===== src/design/hstd_pkg.sv =====
// hstd_pkg: widths, reciprocal constants, the shared multiplier request type
// and the cumulative month table for the hours-to-date converter
// no dependencies
package hstd_pkg;

  localparam int HC_W   = 31;
  localparam int YEAR_W = 18;
  localparam int MON_W  = 4;
  localparam int DAY_W  = 5;
  localparam int HR_W   = 5;

  // day numbers reach hours / 24 + 1, below 2**27
  localparam int JD_W   = 27;
  localparam int DOY_W  = 9;
  localparam int Q100_W = 12;

  // shared multiplier operand and product widths
  localparam int MUL_W  = 28;
  localparam int PROD_W = 2 * MUL_W;

  // x / 3 for x < 2**28 as (x * K) >> 29
  localparam logic [MUL_W-1:0] K_DIV3   = 28'd178956971;
  localparam int               DIV3_SH  = 29;
  // years elapsed estimate: jd * 400 / 146097 as (jd * K) >> 32
  localparam logic [MUL_W-1:0] K_EST    = 28'd11759221;
  localparam int               EST_SH   = 32;
  // y / 100 for y < 2**18 as (y * K) >> 26
  localparam logic [MUL_W-1:0] K_DIV100 = 28'd671089;
  localparam int               DIV100_SH = 26;

  localparam logic [DOY_W-1:0]  DAYS_PER_YEAR    = 9'd365;
  localparam logic [DOY_W-1:0]  DAYS_IN_JAN      = 9'd31;
  localparam logic [YEAR_W-1:0] BASE_YEAR        = 18'd1900;
  localparam logic [JD_W:0]     DAYS_BEFORE_BASE = 28'd693960;

  typedef struct packed {
    logic [MUL_W-1:0] a;
    logic [MUL_W-1:0] b;
  } mul_req_t;

  // days in the months before month idx + 1 of a common year
  function automatic logic [DOY_W-1:0] cum_days(input logic [MON_W-1:0] idx);
    logic [DOY_W-1:0] d;
    case (idx)
      4'd0:    d = 9'd0;
      4'd1:    d = 9'd31;
      4'd2:    d = 9'd59;
      4'd3:    d = 9'd90;
      4'd4:    d = 9'd120;
      4'd5:    d = 9'd151;
      4'd6:    d = 9'd181;
      4'd7:    d = 9'd212;
      4'd8:    d = 9'd243;
      4'd9:    d = 9'd273;
      4'd10:   d = 9'd304;
      4'd11:   d = 9'd334;
      default: d = 9'd0;
    endcase
    return d;
  endfunction

endpackage


===== src/design/hstd_if.sv =====
// hstd_in_if / hstd_out_if: valid-ready channels of the hours-to-date converter
// depends on hstd_pkg for the field widths
interface hstd_in_if;
  logic                           valid;
  logic                           ready;
  logic [hstd_pkg::HC_W-1:0]      hour_count;

  modport source (output valid, output hour_count, input ready);
  modport sink   (input valid, input hour_count, output ready);
endinterface

interface hstd_out_if;
  logic                           valid;
  logic                           ready;
  logic [hstd_pkg::YEAR_W-1:0]    cal_year;
  logic [hstd_pkg::MON_W-1:0]     cal_month;
  logic [hstd_pkg::DAY_W-1:0]     cal_day;
  logic [hstd_pkg::HR_W-1:0]      hour_of_day;

  modport source (output valid, output cal_year, output cal_month, output cal_day,
                  output hour_of_day, input ready);
  modport sink   (input valid, input cal_year, input cal_month, input cal_day,
                  input hour_of_day, output ready);
endinterface


===== src/design/hours_since_1900_to_date_core.sv =====
// channel   dir  handshake     word
// in_ch     in   valid/ready   hour_count[30:0]
// out_ch    out  valid/ready   cal_year[17:0] cal_month[3:0] cal_day[4:0] hour_of_day[4:0]
//
// one word at a time: after accept the sequencer runs the divide, the day number, the year
// estimate, the hundreds quotient with the days before the year, and the month decode,
// plus one more pass for each year the estimate is lowered or raised; ready returns
// together with the result valid; the shared multiplier gives one product per step
// rst_n (synchronous) clears the sequencer and the output valid
// a result waiting on out_ch does not block accepting the next word;
// the final step holds until the output register is free
//
// hours_since_1900_to_date_core: top level, sequencer plus shared multiplier
// depends on hstd_pkg, hstd_if, hstd_mul, hstd_ctrl
module hours_since_1900_to_date_core (
  input  logic        clk,
  input  logic        rst_n,
  hstd_in_if.sink     in_ch,
  hstd_out_if.source  out_ch
);
  import hstd_pkg::*;

  mul_req_t          mul_req;
  logic [PROD_W-1:0] mul_prod;

  hstd_mul u_mul (
    .clk    (clk),
    .req    (mul_req),
    .prod_r (mul_prod)
  );

  hstd_ctrl u_ctrl (
    .clk      (clk),
    .rst_n    (rst_n),
    .in_ch    (in_ch),
    .out_ch   (out_ch),
    .mul_req  (mul_req),
    .mul_prod (mul_prod)
  );

endmodule


===== src/design/hstd_mul.sv =====
// hstd_mul: the shared 28 x 28 unsigned multiplier with a registered product
// depends on hstd_pkg
module hstd_mul (
  input  logic                      clk,
  input  hstd_pkg::mul_req_t        req,
  output logic [hstd_pkg::PROD_W-1:0] prod_r
);
  import hstd_pkg::*;

  logic [PROD_W-1:0] prod_nxt;

  assign prod_nxt = PROD_W'(req.a) * PROD_W'(req.b);

  always_ff @(posedge clk) begin
    prod_r <= prod_nxt;
  end

endmodule


===== src/design/hstd_ctrl.sv =====
// hstd_ctrl: sequencer and datapath registers; drives the shared multiplier
// through divide, year estimate and year search, then decodes the month
// depends on hstd_pkg and hstd_if
module hstd_ctrl (
  input  logic                        clk,
  input  logic                        rst_n,
  hstd_in_if.sink                     in_ch,
  hstd_out_if.source                  out_ch,
  output hstd_pkg::mul_req_t          mul_req,
  input  logic [hstd_pkg::PROD_W-1:0] mul_prod
);
  import hstd_pkg::*;

  typedef enum logic [10:0] {
    S_IDLE = 11'b00000000001,
    S_DIV  = 11'b00000000010,
    S_JD   = 11'b00000000100,
    S_EST  = 11'b00000001000,
    S_YSET = 11'b00000010000,
    S_CMUL = 11'b00000100000,
    S_CGET = 11'b00001000000,
    S_BASE = 11'b00010000000,
    S_RCHK = 11'b00100000000,
    S_RMUL = 11'b01000000000,
    S_RGET = 11'b10000000000
  } state_t;

  state_t              state_r, state_nxt;
  logic [HC_W-1:0]     hc_r, hc_nxt;
  logic [JD_W-1:0]     jd_r, jd_nxt;
  logic [HR_W-1:0]     hr_r, hr_nxt;
  logic [YEAR_W-1:0]   year_r, year_nxt;
  logic [Q100_W-1:0]   q100_r, q100_nxt;
  logic                leap_r, leap_nxt;
  logic [JD_W-1:0]     day_r, day_nxt;
  logic                out_valid_r, out_valid_nxt;
  logic [YEAR_W-1:0]   out_year_r, out_year_nxt;
  logic [MON_W-1:0]    out_month_r, out_month_nxt;
  logic [DAY_W-1:0]    out_day_r, out_day_nxt;
  logic [HR_W-1:0]     out_hour_r, out_hour_nxt;

  logic [JD_W-1:0]     div_q;
  logic [HC_W-1:0]     hr_diff;
  logic [Q100_W-1:0]   q100_new;
  logic [JD_W:0]       before_sum;
  logic                before_lt;
  logic [DOY_W-1:0]    year_len;
  logic [DOY_W-1:0]    doy;
  logic [MON_W-1:0]    mon_sel;
  logic [DOY_W-1:0]    dom;
  logic                out_free;

  // gregorian leap rule from the year and its hundreds quotient
  function automatic logic leap_f(input logic [YEAR_W-1:0] y,
                                  input logic [Q100_W-1:0] q);
    logic [YEAR_W-1:0] q_ext;
    logic [YEAR_W-1:0] r100;
    q_ext = YEAR_W'(q);
    r100  = y - ((q_ext << 6) + (q_ext << 5) + (q_ext << 2));
    return ((y[1:0] == 2'b00) && (r100 != '0)) || ((r100 == '0) && (q[1:0] == 2'b00));
  endfunction

  assign in_ch.ready        = (state_r == S_IDLE);
  assign out_ch.valid       = out_valid_r;
  assign out_ch.cal_year    = out_year_r;
  assign out_ch.cal_month   = out_month_r;
  assign out_ch.cal_day     = out_day_r;
  assign out_ch.hour_of_day = out_hour_r;

  always_comb begin
    state_nxt     = state_r;
    hc_nxt        = hc_r;
    jd_nxt        = jd_r;
    hr_nxt        = hr_r;
    year_nxt      = year_r;
    q100_nxt      = q100_r;
    leap_nxt      = leap_r;
    day_nxt       = day_r;
    out_valid_nxt = out_valid_r;
    out_year_nxt  = out_year_r;
    out_month_nxt = out_month_r;
    out_day_nxt   = out_day_r;
    out_hour_nxt  = out_hour_r;
    mul_req.a     = '0;
    mul_req.b     = '0;

    out_free = !out_valid_r || out_ch.ready;
    if (out_valid_r && out_ch.ready) begin
      out_valid_nxt = 1'b0;
    end

    // hours / 24 taken as (hours / 8) / 3
    div_q    = mul_prod[DIV3_SH +: JD_W];
    hr_diff  = hc_r - (HC_W'(div_q) << 4) - (HC_W'(div_q) << 3);
    q100_new = mul_prod[DIV100_SH +: Q100_W];

    // days from the base date to jan 1 of year_r; product holds 365 * year
    before_sum = (JD_W+1)'(mul_prod[JD_W-1:0]) + (JD_W+1)'(year_r >> 2)
               - (JD_W+1)'(q100_r) + (JD_W+1)'(q100_r >> 2)
               - DAYS_BEFORE_BASE - (JD_W+1)'(leap_r);
    before_lt  = before_sum[JD_W-1:0] < jd_r;

    year_len = DAYS_PER_YEAR + DOY_W'(leap_r);

    // month decode, the smallest month whose end covers the day of year
    doy     = day_r[DOY_W-1:0];
    mon_sel = MON_W'(12);
    for (int m = 11; m >= 2; m--) begin
      if (doy <= cum_days(MON_W'(m)) + DOY_W'(leap_r)) begin
        mon_sel = MON_W'(m);
      end
    end
    if (doy <= DAYS_IN_JAN) begin
      mon_sel = MON_W'(1);
    end
    dom = doy - cum_days(mon_sel - MON_W'(1))
        - ((mon_sel >= MON_W'(3)) ? DOY_W'(leap_r) : DOY_W'(0));

    unique case (state_r)
      S_IDLE: begin
        if (in_ch.valid) begin
          hc_nxt    = in_ch.hour_count;
          state_nxt = S_DIV;
        end
      end
      S_DIV: begin
        mul_req.a = hc_r[HC_W-1:3];
        mul_req.b = K_DIV3;
        state_nxt = S_JD;
      end
      S_JD: begin
        jd_nxt    = div_q + JD_W'(1);
        hr_nxt    = hr_diff[HR_W-1:0];
        state_nxt = S_EST;
      end
      S_EST: begin
        mul_req.a = MUL_W'(jd_r);
        mul_req.b = K_EST;
        state_nxt = S_YSET;
      end
      S_YSET: begin
        year_nxt  = mul_prod[EST_SH +: YEAR_W] + BASE_YEAR;
        state_nxt = S_CMUL;
      end
      S_CMUL: begin
        mul_req.a = MUL_W'(year_r);
        mul_req.b = K_DIV100;
        state_nxt = S_CGET;
      end
      S_CGET: begin
        q100_nxt  = q100_new;
        leap_nxt  = leap_f(year_r, q100_new);
        mul_req.a = MUL_W'(year_r);
        mul_req.b = MUL_W'(DAYS_PER_YEAR);
        state_nxt = S_BASE;
      end
      S_BASE: begin
        if (before_lt || (year_r <= BASE_YEAR)) begin
          day_nxt   = jd_r - before_sum[JD_W-1:0];
          state_nxt = S_RCHK;
        end else begin
          year_nxt  = year_r - YEAR_W'(1);
          state_nxt = S_CMUL;
        end
      end
      S_RCHK: begin
        if (day_r > JD_W'(year_len)) begin
          day_nxt   = day_r - JD_W'(year_len);
          year_nxt  = year_r + YEAR_W'(1);
          state_nxt = S_RMUL;
        end else if (out_free) begin
          out_valid_nxt = 1'b1;
          out_year_nxt  = year_r;
          out_month_nxt = mon_sel;
          out_day_nxt   = dom[DAY_W-1:0];
          out_hour_nxt  = hr_r;
          state_nxt     = S_IDLE;
        end
      end
      S_RMUL: begin
        mul_req.a = MUL_W'(year_r);
        mul_req.b = K_DIV100;
        state_nxt = S_RGET;
      end
      S_RGET: begin
        q100_nxt  = q100_new;
        leap_nxt  = leap_f(year_r, q100_new);
        state_nxt = S_RCHK;
      end
      default: begin
        state_nxt = S_IDLE;
      end
    endcase
  end

  always_ff @(posedge clk) begin
    if (!rst_n) begin
      state_r     <= S_IDLE;
      out_valid_r <= 1'b0;
    end else begin
      state_r     <= state_nxt;
      out_valid_r <= out_valid_nxt;
    end
  end

  always_ff @(posedge clk) begin
    hc_r        <= hc_nxt;
    jd_r        <= jd_nxt;
    hr_r        <= hr_nxt;
    year_r      <= year_nxt;
    q100_r      <= q100_nxt;
    leap_r      <= leap_nxt;
    day_r       <= day_nxt;
    out_year_r  <= out_year_nxt;
    out_month_r <= out_month_nxt;
    out_day_r   <= out_day_nxt;
    out_hour_r  <= out_hour_nxt;
  end

endmodule


===== src/flat_wrapper.sv =====
// flat-port wrapper written by rule: the top's interface ports become plain ports
module hours_since_1900_to_date_core_flat import hstd_pkg::*;
  (clk, rst_n, in_ch_valid, in_ch_hour_count, in_ch_ready, out_ch_valid, out_ch_cal_year, out_ch_cal_month, out_ch_cal_day, out_ch_hour_of_day, out_ch_ready);
  hstd_in_if in_ch_i ();
  hstd_out_if out_ch_i ();
  input  logic clk;
  input  logic rst_n;
  input wire logic [$bits(in_ch_i.valid)-1:0] in_ch_valid;
  input wire logic [$bits(in_ch_i.hour_count)-1:0] in_ch_hour_count;
  output wire logic [$bits(in_ch_i.ready)-1:0] in_ch_ready;
  output wire logic [$bits(out_ch_i.valid)-1:0] out_ch_valid;
  output wire logic [$bits(out_ch_i.cal_year)-1:0] out_ch_cal_year;
  output wire logic [$bits(out_ch_i.cal_month)-1:0] out_ch_cal_month;
  output wire logic [$bits(out_ch_i.cal_day)-1:0] out_ch_cal_day;
  output wire logic [$bits(out_ch_i.hour_of_day)-1:0] out_ch_hour_of_day;
  input wire logic [$bits(out_ch_i.ready)-1:0] out_ch_ready;
  assign in_ch_i.valid = in_ch_valid;
  assign in_ch_i.hour_count = in_ch_hour_count;
  assign in_ch_ready = in_ch_i.ready;
  assign out_ch_valid = out_ch_i.valid;
  assign out_ch_cal_year = out_ch_i.cal_year;
  assign out_ch_cal_month = out_ch_i.cal_month;
  assign out_ch_cal_day = out_ch_i.cal_day;
  assign out_ch_hour_of_day = out_ch_i.hour_of_day;
  assign out_ch_i.ready = out_ch_ready;
  hours_since_1900_to_date_core u_core (.clk(clk), .rst_n(rst_n), .in_ch(in_ch_i), .out_ch(out_ch_i));
endmodule

===== config.mk =====
export PLATFORM = sky130hd
export DESIGN_NAME = hours_since_1900_to_date_core_flat
export DESIGN_NICKNAME = d
export VERILOG_FILES = /design/src/design/hstd_pkg.sv /design/src/design/hstd_if.sv /design/src/design/hours_since_1900_to_date_core.sv /design/src/design/hstd_mul.sv /design/src/design/hstd_ctrl.sv /design/src/flat_wrapper.sv
export SDC_FILE = /design/constraint.sdc
export NUM_CORES = 2
export LEC_CHECK = 0
export BUFFER_PORTS_ARGS = -buffer_cell sky130_fd_sc_hd__buf_2
export CORE_ASPECT_RATIO = 0.8
export CORE_MARGIN = 2
export CORE_UTILIZATION = 58
export CTS_BUF_LIST = sky130_fd_sc_hd__clkbuf_8
export DETAILED_ROUTE_END_ITERATION = 7
export GPL_TIMING_DRIVEN = 0
export PLACE_DENSITY = 0.79
export SYNTH_ARGS = -nofsm -noshare
export SYNTH_HDL_FRONTEND = slang
export SYNTH_SLANG_ARGS = --single-unit

===== constraint.sdc =====
create_clock -name clk -period 7.8 [get_ports clk]
set_input_delay 0.39 -clock clk [delete_from_list [all_inputs] [get_ports clk]]
set_output_delay 0.39 -clock clk [all_outputs]
set_load 0.02 [all_outputs]

# --- Word level (Yosys, flattened, before mapping) ---
# Memory sizes are Yosys's and may differ from the RTL's.
# Cells that the tools add are included.
classes:
  muxes: 28
  n_reduce_logical: 20
  multipliers: 1
  bitwise: 1
  order_cmp: 15
  eq_ne: 16
  n_addsub: 30
ops:
  columns: ["operator", "count"]
  rows:
  - ["56-bit case mux with 4 select lines", 1]
  - ["11-bit case mux with 11 select lines", 1]
  - ["9-bit less-or-equal comparator", 7]
  - ["28-bit by 28-bit multiplier with 56-bit output", 1]
  - ["27-bit 2-to-1 mux", 2]
  - ["18-bit case mux with 3 select lines", 1]
  - ["27-bit case mux with 2 select lines", 1]
  - ["8-bit by 1-bit adder with 9-bit output, first input constant", 4]
  - ["9-bit by 1-bit adder with 9-bit output, first input constant", 4]
  - ["18-bit 2-to-1 mux", 2]
  - ["11-bit 2-to-1 mux", 3]
  - ["4-bit 2-to-1 mux", 7]
  - ["27-bit by 1-bit adder with 27-bit output, second input constant", 1]
  - ["27-bit by 10-bit adder with 27-bit output", 1]
  - ["27-bit by 16-bit adder with 27-bit output", 1]
  - ["27-bit by 9-bit > comparator with 1-bit output", 1]
  - ["27-bit less-than comparator", 1]
  - ["27-bit by 1-bit subtractor with 27-bit output", 1]
  - ["27-bit by 12-bit subtractor with 27-bit output", 1]
  - ["27-bit by 20-bit subtractor with 27-bit output, second input constant", 1]
  - ["27-bit subtractor", 1]
  - ["27-bit by 9-bit subtractor with 27-bit output", 1]
  - ["18-bit by 1-bit adder with 18-bit output, second input constant", 1]
  - ["18-bit by 11-bit adder with 18-bit output, second input constant", 1]
  - ["42 further kinds", 65]
word_totals:
  n_memories: 1
  regBits: 221
  inputBits: 35
  wordCells: 126
  mem_bits_ro: 144
  output_inout_bits: 34
mem_list:
  columns: ["name", "depth", "word_bits", "read_ports", "rd_clocked_by_memory_dff", "wr", "line", "source"]
  rows:
  - ["(name not given)", 16, 9, 1, 0, 0, "hstd_pkg.sv:44", "case (idx)"]

# --- Logic depth before layout (Yosys ltp) ---
# An unclocked memory read counts as a cell.
logic_depth:
  depth_word: 17
  depth_mapped: 40
  depth_no_buf: 37

# --- Cells and area by module ---
# A second synthesis with hierarchy kept.
hier_totals:
  hier_cells: 4482
  hier_area_um2: 40996.8
modules_own_cells:
  columns: ["mod", "area_per_inst_um2", "cells_per_inst", "instances", "seq_area_each_um2"]
  rows:
  - ["hstd_mul", 27058.5, 3032, 1, 1121.1]
  - ["hstd_ctrl", 13938.4, 1450, 1, 4834.6]

# --- Least setup slack after synthesis ---
# OpenSTA, ideal clock, no wires.
synth_timing:
  path_kind: "reg2reg"
  start: "register u_core.u_ctrl.state_r[0]"
  end: "register u_core.u_mul.prod_r[55] in the netlist's numbering"
  arrival_time_ns: 8.157
  stages_incl_launch_ff: 35
  period_less_slack_ns: 8.243
  setup_time_ns: 0.086
  n_path_buf: 5
  required_time_ns: 7.714
  slack_ns: -0.443
  cell_sequence: "dfxtp_1 nor2_1 nand2_1 nor4_1 and2_1 and3b_1 clkbuf_1 buf_2 buf_2 nor2_1 clkbuf_1 nor2_1 fa_1 fa_1 fa_1 inv_1 fa_1 inv_1 fa_1 inv_1 fa_1 inv_1 fa_1 ha_1 clkbuf_1 a21oi_1 o21ai_1 a221oi_1 o41ai_2 o31a_1 a31oi_2 o221ai_1 o31a_1 mux2i_1 a211oi_1"
synth_between:
  elab_chain_len: 4
  elab_cells_between_ends: 8
  cone_classes: "1 x mul; 5 x eq/ne; 1 x mux; 1 x reduce/logical"
synth_rtl:
  columns: ["item", "line", "source"]
  rows:
  - ["start, declared", "hstd_ctrl.sv:28", "state_t state_r, state_nxt;"]
  - ["start signal, assigned", "hstd_ctrl.sv:201", "state_r <= state_nxt;"]
  - ["11-bit by 10-bit equality test with 1-bit output or 11-bit by 6-bit equality test with 1-bit output (tied branches)", "hstd_ctrl.sv:119", "unique case (state_r)"]
  - ["2-bit OR reduction (no source line)", null, null]
  - ["56-bit case mux with 4 select lines *", "hstd_ctrl.sv:119", null]
  - ["28-bit by 28-bit multiplier with 56-bit output *", "hstd_mul.sv:12", "assign prod_nxt = PROD_W'(req.a) * PROD_W'(req.b);"]
  - ["via u_core.u_mul.prod_nxt[55]", "hstd_mul.sv:10", "logic [PROD_W-1:0] prod_nxt;"]
  - ["end signal, assigned", "hstd_mul.sv:15", "prod_r <= prod_nxt;"]
  - ["end, declared", "hstd_mul.sv:6", "output logic [hstd_pkg::PROD_W-1:0] prod_r"]
# The timed path passes the listed nets; every way through them passes the cells marked *.
# A chain may end at the register's enable or synchronous reset.

# --- Worst setup path after layout ---
layout_timing:
  start: "register u_core.u_ctrl.state_r[2]"
  end: "register u_core.u_mul.prod_r[55] in the netlist's numbering"
# Same word-level chain as after synthesis.

==> metrics.md <==
| Metric | Value |
|---|---|
| Slew @ Worst Pin | `1.08 ns` |
| Worst path max stage delay | `between 0.6 and 0.7 ns` |
| Placed Instance Area | `0.0375 sq mm` |
| First-pass DRT Iterations | `8` |
| Worst vdd ir | `268 uV` |
| Minimum clock period | `around 8.6 ns` |
| Setup violators final | `33` |
| H-tree levels | `2` |
| Routed Antenna Nets | `0` |
| Post-synthesis cell area | `0.0358 sq mm` |
| CTS tree | `built` |
| FILL cells | `4360` |
| Top cell type's share of synthesized area | `33.3%` |
| Top cells by count, synth | `inv_1, fa_1, ha_1` |
| #FFs+latches synth | `~220` |
| WL/cell | `22.7 um` |
| Worst Hold Class | `in2reg` |
| Fin. max-slew vios | `0` |
| Hold Startpoint | `in_ch_valid` |
| Placed cells | `4701` |
| Crit path required time | `8.36 ns` |
| Starting density of the core | `between 50 and 60%` |
| Overflow after GRT | `0` |
| Core area | `0.0611 sq mm` |
| Hold Crit Depth | `2` |
| Port bufs | `68` |
| Vias per std cell | `5.68` |
| Static Leak | `21.9 nW` |
| Via Count | `28.4k` |
| Crit-path slowest cell | `or4b_4` |
| Worst setup path start | `u_core.u_ctrl.state_r[2]` |
| First-pass GRT wire length | `169 mm` |
| CTS clk-pin slew, worst paths | `0.07 ns` |
| CTS Buffer Depth | `3` |
| PnR worst setup slack | `-0.821 ns` |
| Sink Count | `221` |
| Max FO, Critical Path | `6` |
| Mapped Cells | `~3.8k` |
| Worst slew margin | `27.4%` |
| Crit path max-delay family | `adder cells` |
| Initial antenna violation count | `6` |
| Tcrit/Tclk final | `111%` |
| RSZ-0062 raised after global routing | `yes` |
| Clock Skews | `0.0648 ns` |
| Top-count cell post-synth | `inv_1` |
| Largest net degree at the start of global routing | `33` |
| Fmax | `between 0.1 and 0.15 GHz` |
| GRT Overall Usage | `around 36%` |
| Buf/Inv on CP | `9` |
| Final Non-Filler Cells | `~5k` |
| Remaining DRCs | `0` |
| Fraction of layout cells with a size suffix above 1 | `18.6%` |
| Final Hold Fails | `0` |
| Placer congestion estimate | `between 1 and 1.5` |
| Rows | `about 80` |
| Die height | `226 um` |
| Crit-path most repeated cell | `fa_1` |
| Async set-reset flop share out of synthesis | `0%` |
| CTS Buf Count | `between 40 and 50` |
| Register area share after synthesis | `16.6%` |
| Status | `finished with violations` |
| Synth Area per Inst | `roughly 9.5 sq um` |
| Final core utilization | `between 60% and 70%` |
| Number of global-route vias before repair | `29.1k` |
| Design Area, Final | `about 0.042 sq mm` |
| Final wirelength | `about 110 mm` |
| Levels on crit path | `32` |
| Post-synth top flop | `edfxtp_1` |
| Die width | `282 um` |
| Ports | `69` |
| Worst Setup Start Kind | `flop` |
| R2R depth | `32` |
| Worst skew pair latency | `0.70 ns` |
| Critical Path End Type | `flop` |
| Synth Warn # | `0` |
| Crit Path Class | `reg2reg` |
| EDFF count, synth | `153` |
| Max Cap Violations | `0` |
| Failing checks | `negative setup slack` |
| Critical path data arrival time | `9.18 ns` |
| Area growth syn-to-layout | `18.5%` |
| Yosys cell types | `82` |
| First DRT Iteration DRCs | `2996` |
| CTS root buf | `clkbuf_8` |
| PwrDens | `159 mW/mm^2` |
| Setup WS pre-CTS | `-2.32 ns` |
| R2r startpoint | `u_core.u_ctrl.state_r[2]` |
| DIE AREA | `0.0637 sq mm` |
| Main area contributors after synthesis | `fa_1, ha_1, edfxtp_1` |
| Hpwl dp | `88.2 mm` |
| Layout Nets | `5212` |
| Synth area leader | `fa_1` |
==> metrics by stage <==
step	total power (W)	setup TNS (ns)	hold WS (ns)
6_report	0.00676	-16.42	0.0331
3_5_place_dp	0.00502	-66.67	0.406
4_1_cts	0.00654	-6.57	0.00493
5_1_grt	0.00719	-23.75	0.00781
2_1_floorplan	0.00417	0	0.400
3_3_place_gp	0.00493	-63.00	0.401
==> power by group <==
part / leakage, nW / internal (W) / switching [W]
combinational: 19.4 / 0.00164 / 0.00221
sequential: 1.95 / 0.00143 / 0.000160
clock: 0.496 / 0.000717 / 0.000596
total: 21.9 / 0.00379 / 0.00296
==> what timing repair did <==
action | CTS | global route
gates cloned | 4 | 0
pin swaps | 142 | 97
hold buffers | 32 | 0
buffers inserted | 158 | 52
resized for setup | 442 | 135
hold endpoints to repair | 34 | 0
setup endpoints to repair | 74 | 83
==> final cells by class <==
cell class	instances	area, sq um	area share [%]
well taps	830	1040	2.45
clock buffers	46	633	1.49
diodes	2	5.00	0.0118
plain buffers	56	407	0.958
flip-flops and latches	221	5970	14.1
multi-input cells	2460	27600	65.0
repair buffers	314	2540	5.98
inverters	1048	4000	9.42
clock inverters	30	283	0.666
==> cell families after synthesis <==
logic type,Yosys count,share of synthesized area [%]
AOI/OAI and AO/OA,474,8.48
DFF,221,16.6
adders and majority gates,1035,48.7
and+or+nand+nor,727,9.56
xor gates and xnor gates,186,4.57
muxes,11,0.311
other,2,0.0210
buffers and inverters,1118,11.7
==> per-layer routing <==
layer | track usage [%] | wire (um)
met2 | 53.2 | 48500
met4 | 17.8 | 6860
met5 | 0 | 13
met1 | 49.6 | 45000
met3 | 9.27 | 13200
==> cells in the final DEF, fill, tap and decap left out, types with 29 or more instances in the layout <==
| cell | n |
|---|---|
| inv_1 | 994 |
| a21oi_1 | 129 |
| buf_2 | 74 |
| clkbuf_1 | 31 |
| xnor2_1 | 104 |
| fa_1 | 558 |
| clkbuf_8 | 51 |
| nor2_4 | 38 |
| ha_1 | 410 |
| xor2_1 | 69 |
| dfxtp_1 | 60 |
| o21ai_0 | 75 |
| nand2b_1 | 29 |
| buf_6 | 39 |
| fa_2 | 38 |
| nand2_1 | 191 |
| buf_4 | 167 |
| edfxtp_1 | 153 |
| inv_2 | 47 |
| and2_1 | 29 |
| dlygate4sd3_1 | 32 |
| nor2_1 | 168 |
| a21o_1 | 41 |
==> worst reg2reg max path, delay by kind of cell (launching register included) <==
| kind | cells | cell delay, ns |
|---|---|---|
| AO/OA/AOI/OAI | 9 | 2.07 |
| multiplexers | 1 | 0.13 |
| buffers and inverters | 9 | 0.89 |
| AND/OR/NAND/NOR | 5 | 1.33 |
| flip-flops | 1 | 0.36 |
| adder cells (fa/ha/maj) | 8 | 3.73 |
==> registers in the layout, summed over array words and instances, names as in the netlist, 11 cells and up <==
signal / count
u_core.u_ctrl.day_r: 27
u_core.u_ctrl.hc_r: 31
u_core.u_ctrl.jd_r: 27
u_core.u_ctrl.out_ch.cal_year: 18
u_core.u_ctrl.q100_r: 12
u_core.u_ctrl.state_r: 11
u_core.u_ctrl.year_r: 18
u_core.u_mul.prod_r: 56
==> final timing paths <==
kind | endpoint | slack [ns]
worst max register to register | u_core.u_mul.prod_r[55] | -0.82
worst max-delay path | u_core.u_mul.prod_r[55] | -0.82
worst min register to register | u_core.u_ctrl.out_ch.hour_of_day[4] | 0.42
worst min-delay path | u_core.u_ctrl.state_r[1] | 0.03
(Power assumes the default switching activity.)
